## src/sv/cir_mul.sv

```systemverilog
// two-stage unsigned multiplier, wide operand split into 32-bit chunks
// no dependencies

module cir_mul #(
    parameter int A_W = 32,
    parameter int B_W = 18
) (
    input  logic               aclk,
    input  logic               en,
    input  logic [A_W-1:0]     a,
    input  logic [B_W-1:0]     b,
    output logic [A_W+B_W-1:0] p
);

    localparam int CH_W = 32;
    localparam int NCH  = (A_W + CH_W - 1) / CH_W;
    localparam int AE_W = NCH * CH_W;
    localparam int PP_W = CH_W + B_W;
    localparam int S_W  = AE_W + B_W;

    logic [AE_W-1:0]    a_ext;
    logic [PP_W-1:0]    pp_reg [NCH];
    logic [A_W+B_W-1:0] p_reg;
    logic [A_W+B_W-1:0] p_next;

    assign a_ext = AE_W'(a);

    always_ff @(posedge aclk) begin
        if (en) begin
            for (int i = 0; i < NCH; i++) begin
                pp_reg[i] <= PP_W'(a_ext[i*CH_W +: CH_W]) * PP_W'(b);
            end
            p_reg <= p_next;
        end
    end

    always_comb begin
        logic [S_W-1:0] acc;
        acc = '0;
        for (int i = 0; i < NCH; i++) begin
            acc = acc + (S_W'(pp_reg[i]) << (i * CH_W));
        end
        p_next = acc[A_W+B_W-1:0];
    end

    assign p = p_reg;

endmodule

```

## config.mk

```make
export PLATFORM = sky130hd
export DESIGN_NAME = cir_mul
export DESIGN_NICKNAME = d
export VERILOG_FILES = /design/src/sv/cir_mul.sv
export SDC_FILE = /design/constraint.sdc
export NUM_CORES = 1
export LEC_CHECK = 0
export BUFFER_PORTS_ARGS = -buffer_cell sky130_fd_sc_hd__buf_4
export CORE_MARGIN = 3
export CORE_UTILIZATION = 60
export CTS_CLUSTER_DIAMETER = 60
export CTS_CLUSTER_SIZE = 8
export DETAILED_ROUTE_END_ITERATION = 12
export PLACE_DENSITY = 0.78
export SETUP_SLACK_MARGIN = 0.3
export SYNTH_ARGS = -nofsm -noshare
export SYNTH_HDL_FRONTEND = slang
export SYNTH_SLANG_ARGS = --single-unit
```

## constraint.sdc

```tcl
create_clock -name aclk -period 7.35 [get_ports aclk]
set_input_delay 0.3675 -clock aclk [delete_from_list [all_inputs] [get_ports aclk]]
set_output_delay 0.3675 -clock aclk [all_outputs]
set_load 0.02 [all_outputs]
```

==> impl_metrics.yaml, run 1 <==
clocking:
  root_buffer: "clkbuf_16"
  cts_setup_buffers: 0
  tritoncts: "done"
  cts_max_level: 3
  cts_buffers: 9
  ctsResizeCount: 0
  clk_pin_slew_ns: 0.08
  cts_sinks: 100
  postCtsHoldBufs: 0
  cts_buffer_depth: 2
  clk_latency_ns: 0.38
drt:
  wl_per_cell_microns: 20.98
  route.detailed.drc: 0
  viasPerCell: 5.733
  wirelength_microns: 56150
  first_iter_violations: 935
  drtAntennaViolNets: 0
  drt_first_pass_iters: 6
  via_count: 15340
final_layout:
  mostFrequentLayoutCell: "inv_1"
  final-seq-area_sq_um: 3003
  n_fill_cell: 2727
  fin_util_pct: 64.51
  layout_common_cells: "535 x inv_1, 480 x fa_1, 394 x nand2_1, 212 x and2_1, 124 x ha_1"
  final_nets: 2871
  drive_gt1_share_pct: 5.856
  multi_input_area_sq_um: 15670
  synthToLayoutAreaGrowth_pct: 5.852
timing:
  worst_slew_pin_slew_ns: 0.8688
  period_minus_slack_ns: 6.457
  min_period_over_period_pct: 87.85
  hold_viol_final: 0
  max_freq_mhz: 154.9
  fin_hold_ws_ns: 0.4200
  grt_setup_unrepaired: "no"
  maxSlewViolCount: 0
  setup_viol: 0
  finClkSkew_ns: 0.003798
  setup_ws_ns: 0.8930
  slew_headroom_pct: 42.08
  tns_ns: 0
floorplanning:
  initial_core_util_pct: 60.94
  dieHeight_microns: 193.5
  die_w_microns: 193.5
  dieArea_sq_um: 37460
  core_sq_um: 34630
  rows: 68
  io_pins: 102
global_routing:
  antenna_found_initial: 1
  overflow: 0
  track_usage_pct: 31.88
  grt_first_pass_wirelength_microns: 92200
  grt_max_degree: 62
  grt_pass1_vias: 17700
placed_design:
  gp_congestion: 0.9596
  portBuffers: 101
  dp_worst_setup_slack_ns: 0.6276
  dp_hpwl_microns: 42270
worst_setup_path:
  cp_cell_sequence: "buf_4, nand2_1, fa_1, fa_1, fa_1, fa_1, inv_1, fa_1, fa_1, ha_1, a21oi_1, o21ai_1, a21oi_1, nand3_1, a31oi_1, o21ai_1, a31oi_1, o21ai_1, xor2_1"
  slowest_stage: "fa_1"
  crit_path_max_incr_delay_ns: 0.60
  crit_path_start_kind: "primary input"
  r2r-end: "p[49]"
  cpMostUsedCell: "fa_1"
  critPathMaxFanout: 32
  ff2ff_path_depth: 0
  r2r_slack_ns: 6.68
  worstPathArrival_ns: 6.58
  critPathRequiredTime_ns: 7.48
  crit_path_end_kind: "flop"
  criticalPathCategory: "in -> reg"
  worstReg2RegStart: "pp_reg[0][49]"
  critPathBufInv: 2
  crit_family: "adder cells"
synth:
  synth_area_per_cell_sq_um: 9.549
  synth_edf_count: 100
  syn-cell-area_sq_um: 21100
  ys_seq_area_share_pct: 14.23
  synth_nets: 2866
  ys.warnings.count: 0
  synth-main-ff-cell: "edfxtp_1"
  ys_types: 57
  async_flop_share_pct: 0
  ys_ff_latch: 100
  syn_inst: 2210
worst_hold_path:
  holdCritStartpoint: "pp_reg[0][39]"
  min_path_cells: 0
  min_path_type: "reg -> reg"
  min_to: "p[39]"
outcome:
  status: "finished, final reports clean"
run:
  drv_cap: 0
## logic make-up (layout without fill, tap and decap cells)
family / Yosys count / count (layout) / synth area share, %
simple gates: 684 / 684 / 15.17
compound gates: 135 / 135 / 4.393
fa+ha+maj: 604 / 604 / 52.88
xor+xnor: 44 / 44 / 1.826
other cells: 0 / 1 / 0
flops: 100 / 100 / 14.23
buf+inv: 643 / 653 / 11.50
## per-stage QoR
step,instances,cell area (sq um)
global placement,2659,22020
floorplan,2210,21100
global route,2676,22340
CTS,2675,22340
detailed placement,2659,22020
finish,2676,22340
## cell usage after synthesis (all sizes together), types with 5 or more instances
master / number / area share (%)
inv: 535 / 9.5
fa: 480 / 46
nand2: 395 / 7.0
and2: 212 / 6.3
ha: 124 / 7.4
clkbuf: 101 / 1.8
edfxtp: 100 / 14
a21oi: 39 / 0.94
a21o: 33 / 1.2
nor2: 33 / 0.60
xnor2: 28 / 1.2
o21ai: 18 / 0.44
xor2: 16 / 0.66
nand3: 12 / 0.28
a31oi: 9 / 0.27
nand4: 8 / 0.24
buf: 7 / 0.19
nand2b: 6 / 0.18
nor3: 6 / 0.17
o211ai: 5 / 0.20
o21bai: 5 / 0.18
## layer usage
metal  up-vias  share of wire [%]  track usage [%]
met3       222                7.4            5.573
met1      7864                 34            36.19
met2       777                 50            55.30
li1       6479                  -                -
met5         -                  0                0
met4         0                8.1            21.40
## worst max-delay path by stage
stage | startpoint | endpoint | slack (ns) | cells past startpoint
detailed placement | b[3] | pp_reg[0][46] | 0.63 | 21
CTS | b[3] | pp_reg[0][46] | 1.04 | 21
global route | b[3] | pp_reg[0][35] | 0.64 | 19
finish | b[3] | pp_reg[0][40] | 0.89 | 19
floorplan | a[28] | pp_reg[0][49] | 0.99 | 25
global placement | b[3] | pp_reg[0][46] | 0.70 | 21
## layout make-up
class                      count  share of cell area, %
multi-input combinational   1467                  70.16
clock buffer                   9                  1.008
tap                          455                  2.548
timing repair buffer         102                  3.428
clock inverter                 7                 0.4089
sequential                   100                  13.44
inverter                     535                  8.990
antenna                        1                0.01120
Power of run 1 is not shown: default switching activity piles up to over one toggle a cycle in this logic, so the estimate is an artifact.
==> inputs of run 2 (changes only) <==
--- a/config.mk
+++ b/config.mk
@@ -11,6 +11,7 @@
 export CTS_CLUSTER_DIAMETER = 60
 export CTS_CLUSTER_SIZE = 8
 export DETAILED_ROUTE_END_ITERATION = 12
+export MAX_ROUTING_LAYER = met4
 export PLACE_DENSITY = 0.78
 export SETUP_SLACK_MARGIN = 0.3
 export SYNTH_ARGS = -nofsm -noshare
==> impl_metrics.yaml, run 2 (same netlist as run 1, synthesis figures left out) <==
worst_setup_path:
  crit_family: "adder cells"
  crit_path_end_kind: "flop"
  cp_cell_sequence: "buf_4, nand2_1, fa_1, fa_1, fa_1, fa_1, inv_1, fa_1, fa_1, ha_1, a21oi_1, a211oi_1, nor3_2, a311oi_2, o31ai_2, o31a_1, nor2_2, o221a_1, xnor2_1"
  critPathRequiredTime_ns: 7.49
  critPathBufInv: 2
  crit_path_start_kind: "primary input"
  ff2ff_path_depth: 0
  criticalPathCategory: "in -> reg"
  worstPathArrival_ns: 6.56
  crit_cells: 19
  slowest_stage: "fa_1"
  critPathMaxFanout: 32
  cpMostUsedCell: "fa_1"
  crit_path_max_incr_delay_ns: 0.60
floorplanning:
  rows: 68
  core_sq_um: 34630
  dieHeight_microns: 193.5
  io_pins: 102
  initial_core_util_pct: 60.94
  dieArea_sq_um: 37460
  die_w_microns: 193.5
clocking:
  cts_max_level: 3
  clk_latency_ns: 0.38
  cts_sinks: 100
  postCtsHoldBufs: 0
  cts_buffers: 9
  tritoncts: "done"
  cts_setup_buffers: 0
  ctsResizeCount: 0
  cts_buffer_depth: 2
  root_buffer: "clkbuf_16"
  clk_pin_slew_ns: 0.08
timing:
  finClkSkew_ns: 0.009589
  max_freq_mhz: 155.8
  min_period_over_period_pct: 87.32
  worst_slew_pin_slew_ns: 0.7829
  maxSlewViolCount: 0
  grt_setup_unrepaired: "no"
  slew_headroom_pct: 47.80
  period_minus_slack_ns: 6.418
  setup_viol: 0
  tns_ns: 0
  hold_viol_final: 0
global_routing:
  grt_max_degree: 62
  antenna_found_initial: 1
  grt_pass1_vias: 17300
  track_usage_pct: 32.83
  overflow: 0
  grt_first_pass_wirelength_microns: 91830
outcome:
  status: "finished, final reports clean"
drt:
  wirelength_microns: 56420
  wl_per_cell_microns: 21.08
  drt_first_pass_iters: 7
  first_iter_violations: 1246
  via_count: 15360
  drtAntennaViolNets: 0
  route.detailed.drc: 0
  viasPerCell: 5.740
run:
  drv_cap: 0
final_layout:
  n_fill_cell: 2766
  mostFrequentLayoutCell: "inv_1"
  layout_common_cells: "535 x inv_1, 480 x fa_1, 394 x nand2_1, 212 x and2_1, 124 x ha_1"
  final-seq-area_sq_um: 3003
  drive_gt1_share_pct: 5.856
  final_nets: 2871
  synthToLayoutAreaGrowth_pct: 5.905
  multi_input_area_sq_um: 15670
placed_design:
  portBuffers: 101
  dp_hpwl_microns: 42710
  gp_congestion: 1.014
worst_hold_path:
  min_path_cells: 0
  min_path_type: "reg -> reg"
## run 2: cell type report
| cell class | count | share of cell area (%) |
|---|---|---|
| Antenna cell | 1 | 0.01120 |
| Clock buffer | 9 | 1.008 |
| Clock inverter | 7 | 0.4590 |
| Inverter | 535 | 8.985 |
| Multi-Input combinational cell | 1467 | 70.13 |
| Sequential cell | 100 | 13.44 |
| Tap cell | 455 | 2.547 |
| Timing Repair Buffer | 102 | 3.426 |
## run 2: per-stage QoR
| stage | worst slack [ns] | utilization, % | hold slack (ns) | std cells | area [sq um] |
|---|---|---|---|---|---|
| after global placement | 0.6985 | 63.59 | 0.4019 | 2659 | 22020 |
| after detailed placement | 0.5876 | 63.59 | 0.4052 | 2659 | 22020 |
| final | 0.9319 | 64.54 | 0.4140 | 2676 | 22350 |
| after CTS | 0.9669 | 64.54 | 0.4184 | 2675 | 22350 |
| after global routing | 0.6648 | 64.54 | 0.4284 | 2676 | 22350 |
| after floorplan | 0.9866 | - | 0.4003 | 2210 | 21100 |
## run 2: worst paths after layout
check | from | endpoint | slack, ns
max | b[3] | pp_reg[0][49] | 0.93
min | pp_reg[0][24] | p[24] | 0.41
max reg2reg | pp_reg[0][49] | p[49] | 6.68
min reg2reg | pp_reg[0][24] | p[24] | 0.41
## run 2: layer usage
metal / GRT usage [%] / part of all wire, % / vias up
li1: - / - / 6478
met1: 37.11 / 34 / 7866
met2: 55.24 / 51 / 794
met3: 4.511 / 7.2 / 222
met4: 20.95 / 7.8 / 0
met5: - / 0 / -
Power of run 2 is left out for the same reason.
